--- config.mk ---
export PLATFORM = sky130hd
export DESIGN_NAME = telnet_option_filter
export DESIGN_NICKNAME = d
export VERILOG_FILES = /design/src/tof_pkg.sv /design/src/tof_parser.sv /design/src/tof_out_reg.sv /design/src/telnet_option_filter.sv
export SDC_FILE = /design/constraint.sdc
export NUM_CORES = 1
export LEC_CHECK = 0
export BUFFER_PORTS_ARGS = -buffer_cell sky130_fd_sc_hd__buf_2
export CAP_MARGIN = 15
export CORE_UTILIZATION = 36
export CTS_BUF_LIST = sky130_fd_sc_hd__clkbuf_2 sky130_fd_sc_hd__clkbuf_4 sky130_fd_sc_hd__clkbuf_8
export DETAILED_ROUTE_END_ITERATION = 12
export HOLD_SLACK_MARGIN = 0.08
export SLEW_MARGIN = 20
export SYNTH_ARGS = -nofsm -noshare
export SYNTH_HDL_FRONTEND = slang
export SYNTH_HIERARCHICAL = 1
export SYNTH_SLANG_ARGS = --single-unit
--- constraint.sdc ---
create_clock -name clk -period 4.15 [get_ports clk]
set_clock_uncertainty 0.05 [all_clocks]
set_input_delay 0.6225 -clock clk [delete_from_list [all_inputs] [get_ports clk]]
set_output_delay 0.6225 -clock clk [all_outputs]
set_load 0.02 [all_outputs]
--- src/tof_pkg.sv ---
package tof_pkg;

  // Telnet command octets.
  localparam logic [7:0] OCT_IAC  = 8'd255;
  localparam logic [7:0] OCT_DONT = 8'd254;
  localparam logic [7:0] OCT_DO   = 8'd253;
  localparam logic [7:0] OCT_WONT = 8'd252;
  localparam logic [7:0] OCT_WILL = 8'd251;
  localparam logic [7:0] OCT_SB   = 8'd250;
  localparam logic [7:0] OCT_SE   = 8'd240;

  // Option codes.
  localparam logic [7:0] OPT_BINARY = 8'd0;
  localparam logic [7:0] OPT_NAWS   = 8'd31;

  // Number of subnegotiation octets that are kept.
  localparam int unsigned HEAD_LEN = 5;
  localparam int unsigned HEAD_IDX_W = 3;

  // Bit positions in the pending verb flags.
  localparam int unsigned VB_DO   = 0;
  localparam int unsigned VB_DONT = 1;
  localparam int unsigned VB_WILL = 2;
  localparam int unsigned VB_WONT = 3;

  // Window size after reset.
  localparam logic [15:0] COLS_DEFAULT = 16'd80;
  localparam logic [15:0] ROWS_DEFAULT = 16'd24;

  // Outcome of one received octet.
  typedef enum logic [1:0] {
    STATUS_DATA = 2'd0,
    STATUS_CMD  = 2'd1,
    STATUS_DROP = 2'd2
  } status_t;

  // One result as it leaves the filter.
  typedef struct packed {
    status_t     status;
    logic [7:0]  data_byte;
    logic        size_changed;
    logic [15:0] window_cols;
    logic [15:0] window_rows;
    logic        binary_mode;
  } result_t;

endpackage

--- src/tof_parser.sv ---
module tof_parser import tof_pkg::*; #(
  parameter int unsigned SUBNEG_CAPACITY = 64
) (
  input  logic       clk,
  input  logic       rst,
  input  logic       fire,
  input  logic [7:0] rx_byte,
  output result_t    res
);

  localparam int unsigned CNT_W = $clog2(SUBNEG_CAPACITY + 1);
  localparam logic [CNT_W-1:0] CAP = CNT_W'(SUBNEG_CAPACITY);
  localparam logic [CNT_W-1:0] HEAD_CNT = CNT_W'(HEAD_LEN);

  // Parser state.
  logic             after_iac;
  logic             in_subneg;
  logic [3:0]       pending_verb;
  logic [CNT_W-1:0] subneg_count;
  logic [7:0]       subneg_head [HEAD_LEN];
  logic [15:0]      cols_reg;
  logic [15:0]      rows_reg;
  logic             binary_flag;

  logic             after_iac_next;
  logic             in_subneg_next;
  logic [3:0]       pending_verb_next;
  logic [CNT_W-1:0] subneg_count_next;
  logic [15:0]      cols_reg_next;
  logic [15:0]      rows_reg_next;
  logic             binary_flag_next;
  logic             head_we;
  logic             changed;
  status_t          status;
  logic [7:0]       data_out;

  logic       is_iac;
  logic       open_cmd;
  logic       cmd;
  logic [15:0] naws_w;
  logic [15:0] naws_h;

  assign is_iac   = (rx_byte == OCT_IAC);
  assign open_cmd = is_iac && !after_iac;
  assign cmd      = after_iac && !is_iac;
  assign naws_w   = {subneg_head[1], subneg_head[2]};
  assign naws_h   = {subneg_head[3], subneg_head[4]};

  // Decode of one octet against the current state.
  always_comb begin
    after_iac_next    = open_cmd;
    in_subneg_next    = in_subneg;
    pending_verb_next = pending_verb;
    subneg_count_next = subneg_count;
    cols_reg_next     = cols_reg;
    rows_reg_next     = rows_reg;
    binary_flag_next  = binary_flag;
    head_we           = 1'b0;
    changed           = 1'b0;
    status            = STATUS_CMD;
    data_out          = 8'd0;

    if (cmd) begin
      unique case (rx_byte)
        OCT_SB: begin
          subneg_count_next = '0;
          in_subneg_next    = 1'b1;
        end
        OCT_SE: begin
          if (in_subneg) begin
            if ((subneg_count >= HEAD_CNT) && (subneg_head[0] == OPT_NAWS)) begin
              if (naws_w != 16'd0) begin
                cols_reg_next = naws_w;
                changed       = 1'b1;
              end
              if (naws_h != 16'd0) begin
                rows_reg_next = naws_h;
                changed       = 1'b1;
              end
            end
            subneg_count_next = '0;
            in_subneg_next    = 1'b0;
          end
        end
        OCT_DONT:   pending_verb_next[VB_DONT] = 1'b1;
        OCT_DO:     pending_verb_next[VB_DO]   = 1'b1;
        OCT_WONT:   pending_verb_next[VB_WONT] = 1'b1;
        OCT_WILL:   pending_verb_next[VB_WILL] = 1'b1;
        OPT_BINARY: binary_flag_next = pending_verb[VB_DO];
        default: ;
      endcase
    end else if (!open_cmd) begin
      // A plain octet, or a literal 255 from a doubled IAC.
      if (in_subneg) begin
        if (subneg_count == CAP) begin
          status = STATUS_DROP;
        end else begin
          head_we           = (subneg_count < HEAD_CNT);
          subneg_count_next = subneg_count + CNT_W'(1);
        end
      end else if (pending_verb[VB_DONT]) begin
        pending_verb_next[VB_DONT] = 1'b0;
      end else if (pending_verb[VB_DO]) begin
        pending_verb_next[VB_DO] = 1'b0;
      end else if (pending_verb[VB_WONT]) begin
        pending_verb_next[VB_WONT] = 1'b0;
      end else if (pending_verb[VB_WILL]) begin
        pending_verb_next[VB_WILL] = 1'b0;
      end else begin
        status   = STATUS_DATA;
        data_out = rx_byte;
      end
    end
  end

  // Result carries the state as it stands after this octet.
  always_comb begin
    res.status       = status;
    res.data_byte    = data_out;
    res.size_changed = changed;
    res.window_cols  = cols_reg_next;
    res.window_rows  = rows_reg_next;
    res.binary_mode  = binary_flag_next;
  end

  // State registers advance once per octet.
  always_ff @(posedge clk) begin
    if (rst) begin
      after_iac    <= 1'b0;
      in_subneg    <= 1'b0;
      pending_verb <= '0;
      subneg_count <= '0;
      cols_reg     <= COLS_DEFAULT;
      rows_reg     <= ROWS_DEFAULT;
      binary_flag  <= 1'b0;
    end else if (fire) begin
      after_iac    <= after_iac_next;
      in_subneg    <= in_subneg_next;
      pending_verb <= pending_verb_next;
      subneg_count <= subneg_count_next;
      cols_reg     <= cols_reg_next;
      rows_reg     <= rows_reg_next;
      binary_flag  <= binary_flag_next;
    end
  end

  // The first octets of a subnegotiation are kept for the NAWS check.
  always_ff @(posedge clk) begin
    if (fire && head_we) begin
      subneg_head[subneg_count[HEAD_IDX_W-1:0]] <= rx_byte;
    end
  end

  // The buffer count stays within capacity and is empty outside a subnegotiation.
  a_count_bound: assert property (@(posedge clk) disable iff (rst)
    (subneg_count <= CAP) && (in_subneg || (subneg_count == '0)))
    else $error("subnegotiation count out of range");

  // An overflow leaves the subnegotiation state untouched.
  a_drop_holds: assert property (@(posedge clk) disable iff (rst)
    fire && (res.status == STATUS_DROP) |=> in_subneg && (subneg_count == CAP))
    else $error("overflow changed subnegotiation state");

  // A window update only comes from closing a subnegotiation.
  a_size_close: assert property (@(posedge clk) disable iff (rst)
    fire && res.size_changed |-> in_subneg && cmd && (rx_byte == OCT_SE))
    else $error("size change outside SE");

  a_size_after: assert property (@(posedge clk) disable iff (rst)
    fire && res.size_changed |=> !in_subneg && (subneg_count == '0))
    else $error("subnegotiation not closed after size change");

endmodule

--- src/tof_out_reg.sv ---
module tof_out_reg import tof_pkg::*; (
  input  logic    clk,
  input  logic    rst,
  input  logic    advance,
  input  logic    in_v,
  input  result_t res_in,
  output logic    out_valid,
  output result_t res_out
);

  // Result register: refills whenever it is empty or being taken.
  always_ff @(posedge clk) begin
    if (rst) begin
      out_valid <= 1'b0;
    end else if (advance) begin
      out_valid <= in_v;
    end
  end

  always_ff @(posedge clk) begin
    if (advance && in_v) begin
      res_out <= res_in;
    end
  end

endmodule

--- src/telnet_option_filter.sv ---
// Channel   Handshake             Fields
// input     in_valid / in_stall   rx_byte
// output    out_valid / out_stall status, data_byte, size_changed,
//                                 window_cols, window_rows, binary_mode
//
// One request per clock is accepted unless in_stall holds it; each passes the
// input register, the octet decode and the result register. The decode reads
// and updates the parser state in the same cycle.
// Synchronous reset sets the window to 80 by 24 and clears the parser state
// but for the subnegotiation octets that are kept.
// A stall on the output holds the result register; the input register still
// takes one request while the result waits, then stalls the input.
module telnet_option_filter import tof_pkg::*; #(
  parameter int unsigned SUBNEG_CAPACITY = 64
) (
  input  logic        clk,
  input  logic        rst,
  input  logic        in_valid,
  output logic        in_stall,
  input  logic [7:0]  rx_byte,
  output logic        out_valid,
  input  logic        out_stall,
  output logic [1:0]  status,
  output logic [7:0]  data_byte,
  output logic        size_changed,
  output logic [15:0] window_cols,
  output logic [15:0] window_rows,
  output logic        binary_mode
);

  logic       in_v;
  logic [7:0] in_byte;
  logic       advance;
  result_t    res_comb;
  result_t    res_reg;

  assign advance  = !out_valid || !out_stall;
  assign in_stall = in_v && !advance;

  // Input register.
  always_ff @(posedge clk) begin
    if (rst) begin
      in_v <= 1'b0;
    end else if (!in_stall) begin
      in_v <= in_valid;
    end
  end

  always_ff @(posedge clk) begin
    if (!in_stall && in_valid) begin
      in_byte <= rx_byte;
    end
  end

  tof_parser #(
    .SUBNEG_CAPACITY(SUBNEG_CAPACITY)
  ) u_parser (
    .clk     (clk),
    .rst     (rst),
    .fire    (in_v && advance),
    .rx_byte (in_byte),
    .res     (res_comb)
  );

  tof_out_reg u_out_reg (
    .clk       (clk),
    .rst       (rst),
    .advance   (advance),
    .in_v      (in_v),
    .res_in    (res_comb),
    .out_valid (out_valid),
    .res_out   (res_reg)
  );

  assign status       = res_reg.status;
  assign data_byte    = res_reg.data_byte;
  assign size_changed = res_reg.size_changed;
  assign window_cols  = res_reg.window_cols;
  assign window_rows  = res_reg.window_rows;
  assign binary_mode  = res_reg.binary_mode;

endmodule

# Yosys cells after proc, flatten, opt, wreduce, memory -nomap -nowiden
# Memories as Yosys holds them, arrays and structs flattened.
# Index checks and enable logic that the tools add are counted.
[classes]
n_addsub = 1
n_lt_le_gt_ge = 2
n_eq_ne = 21
muxes = 44
n_reduce_logical = 28
[ops]
columns = ["op", "n"]
rows = [
  ["$mux W16", 10],
  ["$eq A8 B8 Y1 const B", 7],
  ["$mux W7", 5],
  ["$reduce_bool A16 Y1", 2],
  ["$ne A2 B2 Y1 const B", 9],
  ["$mux W1", 17],
  ["$mux W2", 7],
  ["$pmux W7 S2", 1],
  ["$mux W4", 3],
  ["$reduce_and A6 Y1", 2],
  ["$eq A8 B5 Y1 const B", 1],
  ["$logic_not A8 Y1", 1],
  ["$reduce_and A4 Y1", 2],
  ["$add A7 B1 Y7 const B", 1],
  ["$eq A7 B7 Y1 const B", 1],
  ["$ge A7 B3 Y1 const B", 1],
  ["$logic_and A1 B1 Y1", 7],
  ["$lt A7 B3 Y1 const B", 1],
  ["$reduce_and A7 Y1", 1],
  ["$reduce_or A7 Y1", 1],
  ["$logic_not A1 Y1", 6],
  ["$reduce_and A5 Y1", 1],
  ["$ne A2 B1 Y1 const B", 2],
  ["$reduce_bool A2 Y1", 2],
  ["5 further kinds", 5],
]
[word_totals]
reg_bits = 100
mem_bits_rw = 40
in_bits = 12
output_inout_bits = 46
wordCells = 116
n_memories = 1
[memory_table]
columns = ["memory", "words", "width", "read_ports", "rd_ports_with_merged_regs", "write_ports", "line", "rtl"]
rows = [
  ["u_parser.subneg_head", 5, 8, 5, 0, 1, "tof_parser.sv:20", "logic [7:0] subneg_head [HEAD_LEN];"],
]

# Longest topological paths before layout
[logic_depth]
ltp_word = 8
ltp_mapped = 9
ltp_nobuf = 7

# By module
# Netlist, hierarchy kept.
[by_module_without_submodules]
columns = ["mod", "instances", "cells_per_inst", "area_each_um2", "seq_area_each_um2"]
rows = [
  ["tof_parser", 1, 378, 4082.7, 2122.0],
  ["tof_out_reg", 1, 48, 1362.6, 1341.3],
  ["telnet_option_filter", 1, 16, 300.3, 260.2],
]

# Least setup slack after synthesis
# OpenSTA, ideal clock, no wires.
[synth_path]
kind = "input port to flip-flop"
start = "input port out_stall"
end = "memory u_parser.subneg_head[2][0] (enable)"
setup_ns = 0.383
arrival_ns = 2.013
slack_ns = 1.703
cell_stages = 7
n_path_buf = 1
path_cell_list = "nand2_1 -> and2_1 -> buf_12 -> nand2_1 -> nor4_1 -> nand2b_1 -> nor3_1"
[synth_between]
elab_chain_len = 6
[synth_rtl]
columns = ["element", "line", "rtl"]
rows = [
  ["from (decl)", "telnet_option_filter.sv:22", "input logic out_stall,"],
  ["$logic_not A1 Y1", "telnet_option_filter.sv:37", "assign advance = !out_valid || !out_stall;"],
  ["$logic_or A1 B1 Y1", "telnet_option_filter.sv:37", ""],
  ["$logic_and A1 B1 Y1", "telnet_option_filter.sv:60", ".fire (in_v && advance),"],
  ["$logic_and A1 B1 Y1", "tof_parser.sv:149", "if (fire && head_we) begin"],
  ["$mux W1", "tof_parser.sv:149", ""],
  ["$mux W1 (implied by the code)", "tof_parser.sv:150", "subneg_head[subneg_count[HEAD_IDX_W-1:0]] <= rx_byte;"],
  ["to (decl)", "tof_parser.sv:20", ""],
]
# No other way between the ends.

# Final worst setup path
[layout_path]
start = "register u_parser.subneg_count[1]"
end = "register u_parser.rows_reg[11]"
[layout_between]
elab_chain_len = 6
[layout_rtl]
columns = ["element", "line", "rtl"]
rows = [
  ["from (decl)", "tof_parser.sv:19", "logic [CNT_W-1:0] subneg_count;"],
  ["from (signal assigned)", "tof_parser.sv:140", "subneg_count <= subneg_count_next;"],
  ["$ge A7 B3 Y1", "tof_parser.sv:71", "if ((subneg_count >= HEAD_CNT) && (subneg_head[0] == OPT_NAWS)) begin"],
  ["$logic_and A1 B1 Y1", "tof_parser.sv:71", ""],
  ["$mux W16", "tof_parser.sv:71", ""],
  ["$mux W16", "tof_parser.sv:70", "if (in_subneg) begin"],
  ["$mux W16", "tof_parser.sv:64", "unique case (rx_byte)"],
  ["$mux W16", "tof_parser.sv:63", "if (cmd) begin"],
  ["to (signal assigned)", "tof_parser.sv:142", "rows_reg <= rows_reg_next;"],
  ["to (decl)", "tof_parser.sv:22", "logic [15:0] rows_reg;"],
]
# No other way between the ends.
# A chain may end at the register's enable or synchronous reset.

==> implementation parameters <==
Parameter                              Value

Status
  Result of the run    complete, no violations

Die
  FP Rows    45
  Horizontal extent of the die    128.3 um
  Die outline height    between 100 and 150 um
  Effective utilization at floorplan    0.3738
  Area enclosed by the die boundary    16470 sq um
  I/O Pins    between 50 and 60
  Core outline area    15370 sq um

Synthesis
  Most used flip-flop cell after synthesis    edfxtp_1
  Area share of the leading cell type in the synthesized netlist    0.4808
  Number of flops mapped to enable cells by yosys    between 90 and 100
  Post-Syn Area    5746 sq um
  Synth Instances    442
  Cell type with the largest total area after synthesis    edfxtp_1
  Main area contributors after synthesis    edfxtp_1, dfxtp_1, mux2_2
  Share of the yosys chip area belonging to registers    0.6481
  Yosys Warn Count    6
  Register bit count reported by yosys    140
  Synth cell types    54
  Syn_nets    457
  FFs w/ async S/R, synth    0
  Avg Cell Area, Syn    13.00 sq um

Placement
  Placer's final routability congestion estimate    0.7852
  Hpwl dp    7997 um
  Port Buf Inserts    57
  Instance count after placement with tap cells included    687

Pwr
  VDD IR-drop max    154.8 uV
  Leak pwr    2.390 nW
  Pwr per Cell Area    between 400 and 500 nW/um^2

Route
  Final routed wirelength across all metal layers    12110 um
  Remaining routing DRC violations    0
  Detail-routed net length per standard cell    between 15 and 20 um
  First drt pass iteration count    5
  Drt first-iter violations    292
  Via count    roughly 3800
  Average via count per standard cell    about 5.3
  Antenna-violating nets left    0

Clock tree
  CTS root buffer    clkbuf_8
  CTS resizes    0
  Maximum buffer depth of the clock tree    2
  Clock tree from TritonCTS    done
  H-tree depth    4
  Clk_lat worst skew    about 440 ps
  Clock slew at the register clock pins of the worst setup and hold paths    approximately 70 ps
  Number of hold buffers added after cts    0
  Total number of clock tree sinks    140
  Post-CTS repair timing setup buffer count    0
  Inserted Clock Buffers    17

Finish
  Area grow syn2layout    15.00%
  Max reg flops    44
  Reg with most FFs    u_out_reg/res_out
  Ratio of cells with drive above 1 in the final layout    0.2657
  Post-layout nets    510
  Commonest cells after routing, fill and taps aside    edfxtp_1, buf_2, dfxtp_1
  Post-route non-filler standard cell count    719
  Ant diodes    0
  Leading cell type in the layout, fill and taps excluded    edfxtp_1

Hold path
  End of the worst hold path    in_byte[7]
  Critical hold path startpoint    rx_byte[7]
  Cell depth of the worst min-delay path    1
  Hold WC Path Type    in2reg

Setup path
  Largest stage delay on the critical path    850 ps
  Launching point of the worst reg2reg path    u_parser/subneg_count[1]
  Crit start category    flop
  Type of element capturing the critical path    flop
  Required time at the endpoint of the critical path    4460 ps
  Worst reg2reg setup slack    1140 ps
  Critical path startpoint    u_parser/subneg_count[1]
  Top fanout value on the critical path    28
  Cells on worst reg2reg path    7
  Destination of the worst register-to-register timing path    u_parser/rows_reg[11]
  Standard cell with the maximum stage delay on the critical path    or4_1
  Crit Path Class    reg2reg
  Crit path arrival time    3320 ps
  CP Cell Sequence    inv_1 > ha_1 > or3_2 > a21oi_2 > or4_1 > o21ai_0 > a21oi_1

STA
  Setup-failing EPs final    0
  RSZ-0062 raised after global routing    no
  Post-route clock period utilization    0.7253
  Setup TNS after final layout    0 ps
  Number of hold violations in the final report    0
  Fmax achieved    between 300 and 400 MHz
  Final worst path period need    3010 ps
  Transition time at the pin with the least slew margin    1029 ps
  Worst slew margin relative to its limit    0.3086
  Max-slew violation count    0

Global routing
  Total routing resource utilization after global routing    0.1562
  GRT overflow    0
  Pin count of the biggest net entering global routing    53
  Initial antenna violation count    0
  Via count of the first global-routing pass    3894
  First-pass GRT wire length    19800 um

Run
  Max capacitance violation total    0
[synthesized netlist by cell type, types with 4 or more instances]
| cell type | number |
|---|---|
| and3_1 | 5 |
| buf_6 | 4 |
| a21oi_1 | 39 |
| nor4_1 | 11 |
| inv_1 | 7 |
| o21ai_1 | 21 |
| nor2_1 | 11 |
| or4_1 | 8 |
| edfxtp_1 | 92 |
| nand2_1 | 12 |
| o31a_1 | 4 |
| mux2_2 | 24 |
| nor3_1 | 9 |
| nand4_1 | 7 |
| o21ai_0 | 15 |
| nand3_1 | 35 |
| mux2_1 | 9 |
| and2_1 | 8 |
| clkbuf_1 | 9 |
| buf_4 | 4 |
| dfxtp_1 | 48 |
| and4_1 | 4 |
[cell type report]
class                      count  area [sq um]
timing repair buffer          59         300.3
clock inverter                 7         135.1
tap                          211         264.0
clock buffer                  25         325.3
multi-input combinational    270          1833
inverter                       7         26.28
fill                        1423          8763
sequential                   140          3724
[cell families after synthesis]
kind of cell	synth area share
AO/OA/AOI/OAI	0.09582
multiplexers	0.06816
flip-flops	0.6481
XOR/XNOR	0.001525
buffers and inverters	0.03397
adder cells (fa/ha/maj)	0.006534
AND/OR/NAND/NOR	0.1459
[power breakdown]
| part | switching [mW] | internal, mW | leakage (nW) |
|---|---|---|---|
| clock | 0.475 | 0.753 | 0.240 |
| combinational | 0.0461 | 0.0183 | 0.880 |
| sequential | 0.0195 | 1.50 | 1.27 |
[worst max-delay path: cells and delay by family (launching register included)]
family | cells | cell delay (ps)
flip-flops | 1 | 470
buffers and inverters | 1 | 180
AO/OA/AOI/OAI | 3 | 740
adder cells (fa/ha/maj) | 1 | 210
AND/OR/NAND/NOR | 2 | 1270
[metrics by stage]
stage,hold slack (ps),util,worst slack (ps),total power [mW],instance area [sq um]
floorplan,396.9,-,1703,1.586,5746
detailed placement,417.5,0.3995,1090,1.614,6141
global route,293.0,0.4299,875.8,2.908,6608
finish,316.9,0.4299,1140,2.811,6608
CTS,292.3,0.4295,1156,2.840,6601
global placement,404.3,0.3995,1255,1.612,6141
[per-layer routing]
layer,GRT usage,vias to the layer above,share of wire
li1,-,1802,-
met1,0.1989,1883,0.46
met2,0.2560,116,0.48
met3,0.03493,22,0.045
met4,0.06782,0,0.019
met5,0,-,0
[worst max-delay path by stage]
stage,endpoint,cells after the start
floorplan,u_parser/subneg_head[2][0],7
global placement,u_parser/subneg_head[2][7],7
detailed placement,u_parser/subneg_head[0][7],7
CTS,u_parser/subneg_head[0][6],5
global route,u_parser/subneg_head[1][4],5
finish,u_parser/rows_reg[11],7
(Power assumes the default switching activity.)
